===== config.mk =====
export PLATFORM = sky130hd
export DESIGN_NAME = sha256_byte_stream_digest
export DESIGN_NICKNAME = d
export VERILOG_FILES = /design/src/hw/rtl/sha256_pkg.sv /design/src/hw/rtl/sha256_byte_stream_digest.sv
export SDC_FILE = /design/constraint.sdc
export NUM_CORES = 2
export LEC_CHECK = 0
export CAP_MARGIN = 20
export CORE_ASPECT_RATIO = 1.4
export CORE_MARGIN = 5
export CORE_UTILIZATION = 65
export CTS_CLUSTER_DIAMETER = 50
export DETAILED_ROUTE_END_ITERATION = 8
export DONT_BUFFER_PORTS = 1
export PLACE_DENSITY = 0.81
export SLEW_MARGIN = 5
export SYNTH_ARGS = -nofsm -noshare
export SYNTH_HDL_FRONTEND = slang
export SYNTH_SLANG_ARGS = --single-unit

===== constraint.sdc =====
create_clock -name clk -period 15.4 [get_ports clk]
set_input_delay 0.77 -clock clk [delete_from_list [all_inputs] [get_ports clk]]
set_output_delay 0.77 -clock clk [all_outputs]
set_load 0.05 [all_outputs]

===== src/hw/rtl/sha256_pkg.sv =====
`timescale 1ns / 1ps

package sha256_pkg;

  localparam int unsigned WORD_W      = 32;
  localparam int unsigned HASH_WORDS  = 8;
  localparam int unsigned ROUNDS      = 64;
  localparam int unsigned TOTAL_W     = 61;
  localparam int unsigned LEN_W       = 64;
  localparam int unsigned IN_TDATA_W  = 8;
  localparam int unsigned OUT_TDATA_W = 104;

  localparam logic [7:0] PAD_BYTE      = 8'h80;
  localparam logic [5:0] LEN_START     = 6'd56;
  localparam logic [3:0] LEN_BYTES     = 4'd8;
  localparam logic [2:0] LAST_WORD_IDX = 3'd7;

  // Field positions inside out_tdata.
  localparam int unsigned OUT_IDX_LSB   = 32;
  localparam int unsigned OUT_IDENT_LSB = 35;
  localparam int unsigned OUT_IDENT_MSB = 98;

  localparam logic [WORD_W-1:0] HASH_IV [HASH_WORDS] = '{
    32'h6a09e667, 32'hbb67ae85, 32'h3c6ef372, 32'ha54ff53a,
    32'h510e527f, 32'h9b05688c, 32'h1f83d9ab, 32'h5be0cd19
  };

  localparam logic [WORD_W-1:0] ROUND_K [ROUNDS] = '{
    32'h428a2f98, 32'h71374491, 32'hb5c0fbcf, 32'he9b5dba5,
    32'h3956c25b, 32'h59f111f1, 32'h923f82a4, 32'hab1c5ed5,
    32'hd807aa98, 32'h12835b01, 32'h243185be, 32'h550c7dc3,
    32'h72be5d74, 32'h80deb1fe, 32'h9bdc06a7, 32'hc19bf174,
    32'he49b69c1, 32'hefbe4786, 32'h0fc19dc6, 32'h240ca1cc,
    32'h2de92c6f, 32'h4a7484aa, 32'h5cb0a9dc, 32'h76f988da,
    32'h983e5152, 32'ha831c66d, 32'hb00327c8, 32'hbf597fc7,
    32'hc6e00bf3, 32'hd5a79147, 32'h06ca6351, 32'h14292967,
    32'h27b70a85, 32'h2e1b2138, 32'h4d2c6dfc, 32'h53380d13,
    32'h650a7354, 32'h766a0abb, 32'h81c2c92e, 32'h92722c85,
    32'ha2bfe8a1, 32'ha81a664b, 32'hc24b8b70, 32'hc76c51a3,
    32'hd192e819, 32'hd6990624, 32'hf40e3585, 32'h106aa070,
    32'h19a4c116, 32'h1e376c08, 32'h2748774c, 32'h34b0bcb5,
    32'h391c0cb3, 32'h4ed8aa4a, 32'h5b9cca4f, 32'h682e6ff3,
    32'h748f82ee, 32'h78a5636f, 32'h84c87814, 32'h8cc70208,
    32'h90befffa, 32'ha4506ceb, 32'hbef9a3f7, 32'hc67178f2
  };

endpackage


===== src/hw/rtl/sha256_byte_stream_digest.sv =====
`timescale 1ns / 1ps

// SHA-256 over a byte stream. Each input word carries one message byte in
// in_tdata, in_tuser says whether that byte belongs to the message, and
// in_tlast closes the message (a closing word may carry no byte).
// The digest leaves as eight output words, most significant first, each
// with its index, the 64-bit identity and an error flag in out_tuser that
// marks an empty message (one output word, all fields zero).
// Input bytes are taken one per cycle while idle; the byte that fills a
// 64-byte block starts a compression (64 rounds of the shared round unit,
// then the hash update) during which no input is taken. After in_tlast the
// padding is pushed one byte per cycle, paused by one or two compressions;
// then the eight digest words go out. in_tready is low during all of this.
// The last output word sits in a register while the next message is taken.
// A stall on out_tready holds the output word and halts the digest sequence.
// Reset (rst_n low, synchronous) loads the initial hash values and clears
// the byte count, the block fill and the output valid.
module sha256_byte_stream_digest
  import sha256_pkg::*;
(
  input  logic                   clk,
  input  logic                   rst_n,
  input  logic                   in_tvalid,
  output logic                   in_tready,
  input  logic [IN_TDATA_W-1:0]  in_tdata,   // [7:0] data_byte
  input  logic                   in_tuser,   // has_byte
  input  logic                   in_tlast,   // last
  output logic                   out_tvalid,
  input  logic                   out_tready,
  // [31:0] digest_word, [34:32] word_index, [98:35] identity, [103:99] zero
  output logic [OUT_TDATA_W-1:0] out_tdata,
  output logic                   out_tuser,  // empty_error
  output logic                   out_tlast   // last_word
);

  typedef enum logic [2:0] {
    S_IDLE,
    S_ROUND,
    S_FINAL,
    S_PAD,
    S_OUT,
    S_EMPTY
  } state_t;

  function automatic logic [WORD_W-1:0] rotr(input logic [WORD_W-1:0] x,
                                             input int unsigned n);
    return (x >> n) | (x << (WORD_W - n));
  endfunction

  state_t               state_r, state_nxt;
  logic [WORD_W-1:0]    hash_r [HASH_WORDS];
  logic [WORD_W-1:0]    hash_nxt [HASH_WORDS];
  logic [WORD_W-1:0]    vars_r [HASH_WORDS];
  logic [WORD_W-1:0]    vars_nxt [HASH_WORDS];
  logic [511:0]         win_r, win_nxt;
  logic [5:0]           fill_r, fill_nxt;
  logic [5:0]           round_r, round_nxt;
  logic [TOTAL_W-1:0]   total_r, total_nxt;
  logic [LEN_W-1:0]     len_r, len_nxt;
  logic [3:0]           len_cnt_r, len_cnt_nxt;
  logic                 pad_active_r, pad_active_nxt;
  logic                 pad80_done_r, pad80_done_nxt;
  logic [2:0]           out_cnt_r, out_cnt_nxt;
  logic                 out_valid_r, out_valid_nxt;
  logic                 out_last_r, out_last_nxt;
  logic                 out_err_r, out_err_nxt;
  logic [WORD_W-1:0]    out_word_r, out_word_nxt;
  logic [2:0]           out_idx_r, out_idx_nxt;
  logic [63:0]          out_ident_r, out_ident_nxt;

  // Round datapath.
  logic [WORD_W-1:0] w0, w1, w9, w14, s0, s1, w_new;
  logic [WORD_W-1:0] a, b, c, d, e, f, g, h;
  logic [WORD_W-1:0] big_s0, big_s1, ch, maj, t1, t2;
  logic [63:0]       ident;
  logic              push;
  logic [7:0]        push_byte;
  logic              out_free;
  logic              accept;
  logic [TOTAL_W-1:0] total_inc;

  assign w0  = win_r[511:480];
  assign w1  = win_r[479:448];
  assign w9  = win_r[223:192];
  assign w14 = win_r[63:32];
  assign s0  = rotr(w1, 7) ^ rotr(w1, 18) ^ (w1 >> 3);
  assign s1  = rotr(w14, 17) ^ rotr(w14, 19) ^ (w14 >> 10);
  assign w_new = w0 + s0 + w9 + s1;

  assign a = vars_r[0];
  assign b = vars_r[1];
  assign c = vars_r[2];
  assign d = vars_r[3];
  assign e = vars_r[4];
  assign f = vars_r[5];
  assign g = vars_r[6];
  assign h = vars_r[7];
  assign big_s1 = rotr(e, 6) ^ rotr(e, 11) ^ rotr(e, 25);
  assign ch     = (e & f) ^ (~e & g);
  assign t1     = h + big_s1 + ch + ROUND_K[round_r] + w0;
  assign big_s0 = rotr(a, 2) ^ rotr(a, 13) ^ rotr(a, 22);
  assign maj    = (a & b) ^ (a & c) ^ (b & c);
  assign t2     = big_s0 + maj;

  assign ident = ({hash_r[0], hash_r[1]} == 64'd0) ? 64'd1 : {hash_r[0], hash_r[1]};

  assign out_free  = !out_valid_r || out_tready;
  assign in_tready = (state_r == S_IDLE);
  assign accept    = in_tvalid && in_tready;
  assign total_inc = total_r + {{(TOTAL_W-1){1'b0}}, in_tuser};

  always_comb begin
    state_nxt      = state_r;
    hash_nxt       = hash_r;
    vars_nxt       = vars_r;
    win_nxt        = win_r;
    fill_nxt       = fill_r;
    round_nxt      = round_r;
    total_nxt      = total_r;
    len_nxt        = len_r;
    len_cnt_nxt    = len_cnt_r;
    pad_active_nxt = pad_active_r;
    pad80_done_nxt = pad80_done_r;
    out_cnt_nxt    = out_cnt_r;
    out_valid_nxt  = out_valid_r && !out_tready;
    out_last_nxt   = out_last_r;
    out_err_nxt    = out_err_r;
    out_word_nxt   = out_word_r;
    out_idx_nxt    = out_idx_r;
    out_ident_nxt  = out_ident_r;
    push           = 1'b0;
    push_byte      = 8'd0;

    case (state_r)
      S_IDLE: begin
        if (accept) begin
          total_nxt = total_inc;
          if (in_tuser) begin
            push      = 1'b1;
            push_byte = in_tdata;
          end
          if (in_tlast) begin
            len_nxt = {total_inc, 3'b000};
            if (total_inc == '0) begin
              state_nxt = S_EMPTY;
            end else begin
              pad_active_nxt = 1'b1;
              pad80_done_nxt = 1'b0;
              len_cnt_nxt    = '0;
              state_nxt      = S_PAD;
            end
          end
        end
      end
      S_PAD: begin
        push = 1'b1;
        if (!pad80_done_r) begin
          push_byte      = PAD_BYTE;
          pad80_done_nxt = 1'b1;
        end else if (len_cnt_r == '0 && fill_r != LEN_START) begin
          push_byte = 8'd0;
        end else begin
          push_byte   = len_r[63:56];
          len_nxt     = {len_r[55:0], 8'd0};
          len_cnt_nxt = len_cnt_r + 4'd1;
        end
      end
      S_ROUND: begin
        win_nxt     = {win_r[479:0], w_new};
        vars_nxt[7] = g;
        vars_nxt[6] = f;
        vars_nxt[5] = e;
        vars_nxt[4] = d + t1;
        vars_nxt[3] = c;
        vars_nxt[2] = b;
        vars_nxt[1] = a;
        vars_nxt[0] = t1 + t2;
        round_nxt   = round_r + 6'd1;
        if (round_r == 6'(ROUNDS - 1)) begin
          state_nxt = S_FINAL;
        end
      end
      S_FINAL: begin
        for (int i = 0; i < HASH_WORDS; i++) begin
          hash_nxt[i] = hash_r[i] + vars_r[i];
        end
        if (!pad_active_r) begin
          state_nxt = S_IDLE;
        end else if (len_cnt_r == LEN_BYTES) begin
          out_cnt_nxt = '0;
          state_nxt   = S_OUT;
        end else begin
          state_nxt = S_PAD;
        end
      end
      S_OUT: begin
        if (out_free) begin
          out_valid_nxt = 1'b1;
          out_word_nxt  = hash_r[out_cnt_r];
          out_idx_nxt   = out_cnt_r;
          out_last_nxt  = (out_cnt_r == LAST_WORD_IDX);
          out_ident_nxt = ident;
          out_err_nxt   = 1'b0;
          out_cnt_nxt   = out_cnt_r + 3'd1;
          if (out_cnt_r == LAST_WORD_IDX) begin
            state_nxt = S_EMPTY;
          end
        end
      end
      S_EMPTY: begin
        // Reached twice: after the last digest word (already loaded) and for
        // an empty message, which still owes its error word.
        if (pad_active_r) begin
          pad_active_nxt = 1'b0;
          state_nxt      = S_IDLE;
        end else if (out_free) begin
          out_valid_nxt = 1'b1;
          out_word_nxt  = '0;
          out_idx_nxt   = '0;
          out_last_nxt  = 1'b1;
          out_ident_nxt = '0;
          out_err_nxt   = 1'b1;
          state_nxt     = S_IDLE;
        end
        if (pad_active_r || out_free) begin
          hash_nxt    = HASH_IV;
          fill_nxt    = '0;
          total_nxt   = '0;
          len_cnt_nxt = '0;
        end
      end
      default: begin
        state_nxt = S_IDLE;
      end
    endcase

    // A byte push shifts the block buffer; the 64th byte starts a compression.
    if (push) begin
      win_nxt  = {win_r[503:0], push_byte};
      fill_nxt = fill_r + 6'd1;
      if (fill_r == 6'd63) begin
        vars_nxt  = hash_r;
        round_nxt = '0;
        if (state_nxt != S_EMPTY) begin
          state_nxt = S_ROUND;
        end
      end
    end
  end

  always_ff @(posedge clk) begin
    if (!rst_n) begin
      state_r      <= S_IDLE;
      hash_r       <= HASH_IV;
      fill_r       <= '0;
      total_r      <= '0;
      len_cnt_r    <= '0;
      pad_active_r <= 1'b0;
      pad80_done_r <= 1'b0;
      out_cnt_r    <= '0;
      round_r      <= '0;
      out_valid_r  <= 1'b0;
    end else begin
      state_r      <= state_nxt;
      hash_r       <= hash_nxt;
      fill_r       <= fill_nxt;
      total_r      <= total_nxt;
      len_cnt_r    <= len_cnt_nxt;
      pad_active_r <= pad_active_nxt;
      pad80_done_r <= pad80_done_nxt;
      out_cnt_r    <= out_cnt_nxt;
      round_r      <= round_nxt;
      out_valid_r  <= out_valid_nxt;
    end
    vars_r      <= vars_nxt;
    win_r       <= win_nxt;
    len_r       <= len_nxt;
    out_last_r  <= out_last_nxt;
    out_err_r   <= out_err_nxt;
    out_word_r  <= out_word_nxt;
    out_idx_r   <= out_idx_nxt;
    out_ident_r <= out_ident_nxt;
  end

  assign out_tvalid = out_valid_r;
  assign out_tlast  = out_last_r;
  assign out_tuser  = out_err_r;
  assign out_tdata  = {5'd0, out_ident_r, out_idx_r, out_word_r};

endmodule


== Word level (Yosys, flattened, before mapping) ==
Memory sizes are Yosys's and may differ from the RTL's.
Index checks and enable logic that the tools add are counted.

* Flip-flop bits (word level): 1275
* Memory bits (read-only): 2048
* Bits of input ports: 14
* Logic and storage cells: 227
* Memories kept: 1

{| class="wikitable"
|+ Memories
! name !! words !! width !! rd ports !! clocked after memory_dff !! write ports !! line !! source
|-
| (no name shown) || 64 || 32 || 1 || 0 || 0 || sha256_byte_stream_digest.sv:100 || <nowiki>assign t1 = h + big_s1 + ch + ROUND_K[round_r] + w0;</nowiki>
|}

* $add $sub $neg: 23
* Magnitude comparators: 2
* Equality and inequality tests: 22
* Mux-type cells: 89
* Bitwise operators: 29
* Reduce and logical (&&, ||, !) cells: 29

{| class="wikitable"
|+ Operator list
! cell !! count
|-
| 256-bit two-way mux || 4
|-
| 512-bit two-way mux || 2
|-
| 32-bit adder || 18
|-
| 64-bit two-way mux || 8
|-
| 256-bit case mux with 2 select lines || 1
|-
| 32-bit XOR || 9
|-
| 64-bit case mux with 2 select lines || 2
|-
| 32-bit two-way mux || 7
|-
| 32-bit bitwise AND || 5
|-
| 61-bit two-way mux || 2
|-
| 61-bit case mux with 2 select lines || 1
|-
| 32-bit binary-select mux with 3-bit select || 1
|-
| 64-bit zero test || 1
|-
| 32-bit case mux with 2 select lines || 1
|-
| 61-bit by 1-bit adder with 61-bit output || 1
|-
| 61-bit zero test || 1
|-
| 3-bit two-way mux || 19
|-
| 6-bit two-way mux || 6
|-
| 8-bit two-way mux || 4
|-
| 32-bit inverter || 1
|-
| 10-bit by 32-bit bitwise OR with 32-bit output || 1
|-
| 13-bit by 32-bit bitwise OR with 32-bit output || 1
|-
| 14-bit by 32-bit bitwise OR with 32-bit output || 1
|-
| 15-bit by 32-bit bitwise OR with 32-bit output || 1
|-
| 43 further kinds || 96
|}

== Logic depth before layout (Yosys ltp) ==
* Depth after elaboration: 11
* Depth in mapped cells: 39
* Depth with buffers taken out: 37

== Least setup slack after synthesis ==
No wires, ideal clock.

* Path type: input to register
* Start: input in_tuser
* End: register win_r[0] (enable)
* Library setup time: 3.633 ns
* Arrival time: 10.029 ns
* Required time: 11.767 ns
* Path slack: 1.738 ns
* Stages: 6
* Path buffers: 3
* Cell sequence: nand3_1 -> a21o_1 -> clkbuf_1 -> clkbuf_1 -> clkbuf_1 -> nand2_1

* Longest elaborated chain between the ends: 4

{| class="wikitable"
|+ Ends and longest elaborated chain
! element !! line !! source
|-
| start, declared || sha256_byte_stream_digest.sv:26 || <nowiki>input logic in_tuser,</nowiki>
|-
| 1-bit two-way mux || sha256_byte_stream_digest.sv:138 || <nowiki>if (in_tuser) begin</nowiki>
|-
| 1-bit two-way mux || sha256_byte_stream_digest.sv:136 || <nowiki>if (accept) begin</nowiki>
|-
| 1-bit case mux with 2 select lines || sha256_byte_stream_digest.sv:134 || <nowiki>case (state_r)</nowiki>
|-
| 2-bit nonzero test (no source line) || -- ||
|-
| end signal, assigned || sha256_byte_stream_digest.sv:276 || <nowiki>win_r <= win_nxt;</nowiki>
|-
| end, declared || sha256_byte_stream_digest.sv:55 || <nowiki>logic [511:0] win_r, win_nxt;</nowiki>
|}

No other way between the ends.
A chain may end at the register's enable or synchronous reset.

==> results.tsv <==
stage	metric	value	unit
logic_synthesis	Yosys top cell area share	0.2497	
layout	share of cells above drive strength 1	0.05497	
logic_synthesis	register area share after synthesis	0.3974	
layout	fill cell count	9406	
timing	relative slew slack	0.2138	
grt	GR Overflow Total	0	
layout	most common cell after layout, fill and taps aside	nand2_1	
detailed_routing	1st-iter DRT viols	8353	
timing	unrepaired setup endpoints after global routing	no	
placed_design	IO buf count	0	
logic_synthesis	Syn Area/Cell	8.603	um^2
worst_setup_path	register-to-register setup slack	6.05	ns
worst_setup_path	most used cell, CP	ha_1	
floorplan	initial core utilization	0.6533	
logic_synthesis	Seq cells post-synth	1272	
clocking	Worst-path clk slew	0.07	ns
detailed_routing	post-route ant nets	0	
clocking	Clock Latency Late Sink	0.82	ns
detailed_routing	Post-route DRC	0	
timing	setup TNS	0	ns
floorplan	CORE AREA	124000	um^2
detailed_routing	DRT Wirelength	277000	um
worst_setup_path	worst path arrival time	10.10	ns
timing	worst-margin pin slew	1.179	ns
clocking	CTS H-tree lvls	4	
clocking	post-CTS sizing	0	
worst_setup_path	reg2reg path depth	35	
placed_design	Routability Congestion	1.009	
worst_setup_path	Worst Setup EP	a[28]$_DFF_P_	
timing	Layout Skew	0.03964	ns
logic_synthesis	post-synth cell types	102	
worst_hold_path	HP Class	input port to flip-flop	
clocking	TritonCTS clock tree	yes	
worst_setup_path	Worst R2R Start	round_r[0]$_SDFF_PN0_	
grt	vias in the first global route	68777	
timing	max-slew violations	0	
clocking	Post-CTS Hold Fix Bufs	0	
worst_setup_path	CP startpoint	round_r[0]$_SDFF_PN0_	
logic_synthesis	top cells by area, synth	edfxtp_1 (25%), dfxtp_1 (15%), nand2_1 (10%)	
worst_setup_path	Crit Path Class	flip-flop to flip-flop	
worst_setup_path	Startpoint Class	flip-flop	
floorplan	Die Y	427.8	um
grt	Tot GR Track Use	0.4052	
worst_setup_path	Levels on crit path	35	
floorplan	die area	131900	um^2
floorplan	number of core rows	153	
timing	final setup vio count	0	
timing	Max Clk Rate	107.0	MHz
logic_synthesis	most used flip-flop cell after synthesis	edfxtp_1	
detailed_routing	DR vias	70268	
logic_synthesis	Async SR Flop Fraction	0	
worst_setup_path	CP endpoint kind	flip-flop	
logic_synthesis	yosys warns	0	
worst_setup_path	number of buffers and inverters on the critical path	4	
timing	Final Cycle Share	0.6070	
clocking	clock root buffer	clkbuf_16	
flow_run	Max Cap Viol	0	
layout	Syn-to-layout area delta	6.906	%
detailed_routing	Pre-Repair DR Iteration Count	6	
worst_setup_path	Critical Path RT	16.15	ns
logic_synthesis	Mapped Area	81040	um^2
floorplan	# IOs	122	
worst_setup_path	CP max FO	17	
clocking	CTS Buf Count	137	
clocking	Post-CTS Setup Inserts	0	
run_status	status	finished clean	
worst_setup_path	FF-to-FF End	a[28]$_DFF_P_	
timing	Final Hold Viols	0	
clocking	maximum root-to-sink buffer count	3	
clocking	Clock Sinks	1272	
timing	fin crit period	9.349	ns
grt	first-pass GRT wire length	409500	um
logic_synthesis	EDFF count, synth	674	
detailed_routing	Vias/cell	6.495	
worst_setup_path	CP max stage delay	0.61	ns
worst_setup_path	Slowest cell on crit path	ha_1	
logic_synthesis	leading area contributor after synthesis	edfxtp_1	
layout	nets@finish	9688	
logic_synthesis	Post-Synthesis Cells	9420	
worst_setup_path	kind of cell adding the most delay to the critical path	compound AO/OA/AOI/OAI gates	
placed_design	hpwl dp	197700	um
detailed_routing	WL per Instance	25.60	um
layout	commonest non-fill, non-tap cells in the layout	nand2_1 (2191), nor2_1 (839), edfxtp_1 (674)	
floorplan	Die W	308.4	um
grt	initial antenna violation count	8	
grt	largest net degree at the start of global routing	256	
-- metal layers --
layer,track usage,wire [um],part of all wire,vias to the layer above
met5,0,36,0.00013,-
met4,0.3399,29430,0.11,6
met3,0.07081,22260,0.080,1200
met2,0.6789,132800,0.48,3832
met1,0.4455,92430,0.33,33615
li1,-,-,-,31615
-- sequential cells by signal, indices dropped and copies added (netlist names), 3 cells and up --
name and cells:
total_r 61, hash_r 256, out_word_r 32, fill_r 6, a 32, d 32
round_r 6, len_r 61, win_r 512, out_ident_r 64, g 32, h 32
out_idx_r 3, c 32, out_cnt_r 3, b 32, f 32, state_r 3
len_cnt_r 4, e 32
-- cell families after synthesis --
group | count (synthesis) | share of synthesized area
buffers and inverters | 1074 | 0.05059
AO/OA/AOI/OAI | 2006 | 0.1521
AND/OR/NAND/NOR | 3662 | 0.1884
multiplexers | 141 | 0.02824
XOR/XNOR | 642 | 0.06957
flip-flops | 1272 | 0.3974
adder cells (fa/ha/maj) | 622 | 0.1136
other | 1 | 0.00004627
-- synth_stat cells (22+ instances only) --
library cell,n
nand2_1,2194
a21oi_1,530
edfxtp_1,674
mux4_2,67
nor2b_1,55
o21bai_1,56
mux2i_1,43
o21ai_0,494
and2_1,88
o211ai_1,45
nor3_1,103
nand2b_1,56
a22oi_1,99
o21a_1,50
maj3_1,22
mux2_2,31
clkbuf_1,536
nor2_1,843
ha_1,403
dfxtp_1,598
nor4_1,40
nand3_1,85
and3_1,52
a21o_1,149
xnor2_1,411
a31oi_1,239
fa_1,197
nand4_1,40
a211oi_1,44
o22ai_1,98
inv_1,472
xor2_1,229
or3_1,32
buf_1,38
-- final cells by class --
cell class | count | area, um^2 | share of cell area
multi-input cells | 7078 | 44900 | 0.5183
flip-flops and latches | 1272 | 32220 | 0.3719
clock buffers | 178 | 3819 | 0.04407
well taps | 1627 | 2036 | 0.02350
inverters | 474 | 1784 | 0.02059
repair buffers | 111 | 943.4 | 0.01089
clock inverters | 74 | 919.6 | 0.01061
diodes | 4 | 10.01 | 0.0001155
-- stage by stage --
step | util | instance area, um^2 | setup WS (ns) | hold WS (ns) | cells
floorplan | - | 81060 | 1.738 | 0.4439 | 9424
global placement | 0.6593 | 81780 | 6.181 | 0.4688 | 10554
detailed placement | 0.6594 | 81800 | 6.127 | 0.4834 | 10556
CTS | 0.6976 | 86540 | 6.127 | 0.002920 | 10808
global route | 0.6984 | 86640 | 5.437 | 0.04469 | 10817
finish | 0.6984 | 86640 | 6.051 | 0.03504 | 10818
-- worst min path at each step --
stage,start,to,cells after the start
3_5_place_dp,h[1]$_DFF_P_,h[1]$_DFF_P_,2
6_report,rst_n,hash_r[187]$_SDFFE_PN1P_,1
5_1_grt,rst_n,hash_r[219]$_SDFFE_PN1P_,1
3_3_place_gp,fill_r[3]$_SDFFE_PN0P_,fill_r[3]$_SDFFE_PN0P_,1
4_1_cts,rst_n,hash_r[187]$_SDFFE_PN1P_,1
2_1_floorplan,fill_r[3]$_SDFFE_PN0P_,fill_r[3]$_SDFFE_PN0P_,1
Power is not shown: default switching activity piles up to over one toggle a cycle in this logic, so the estimate is an artifact.
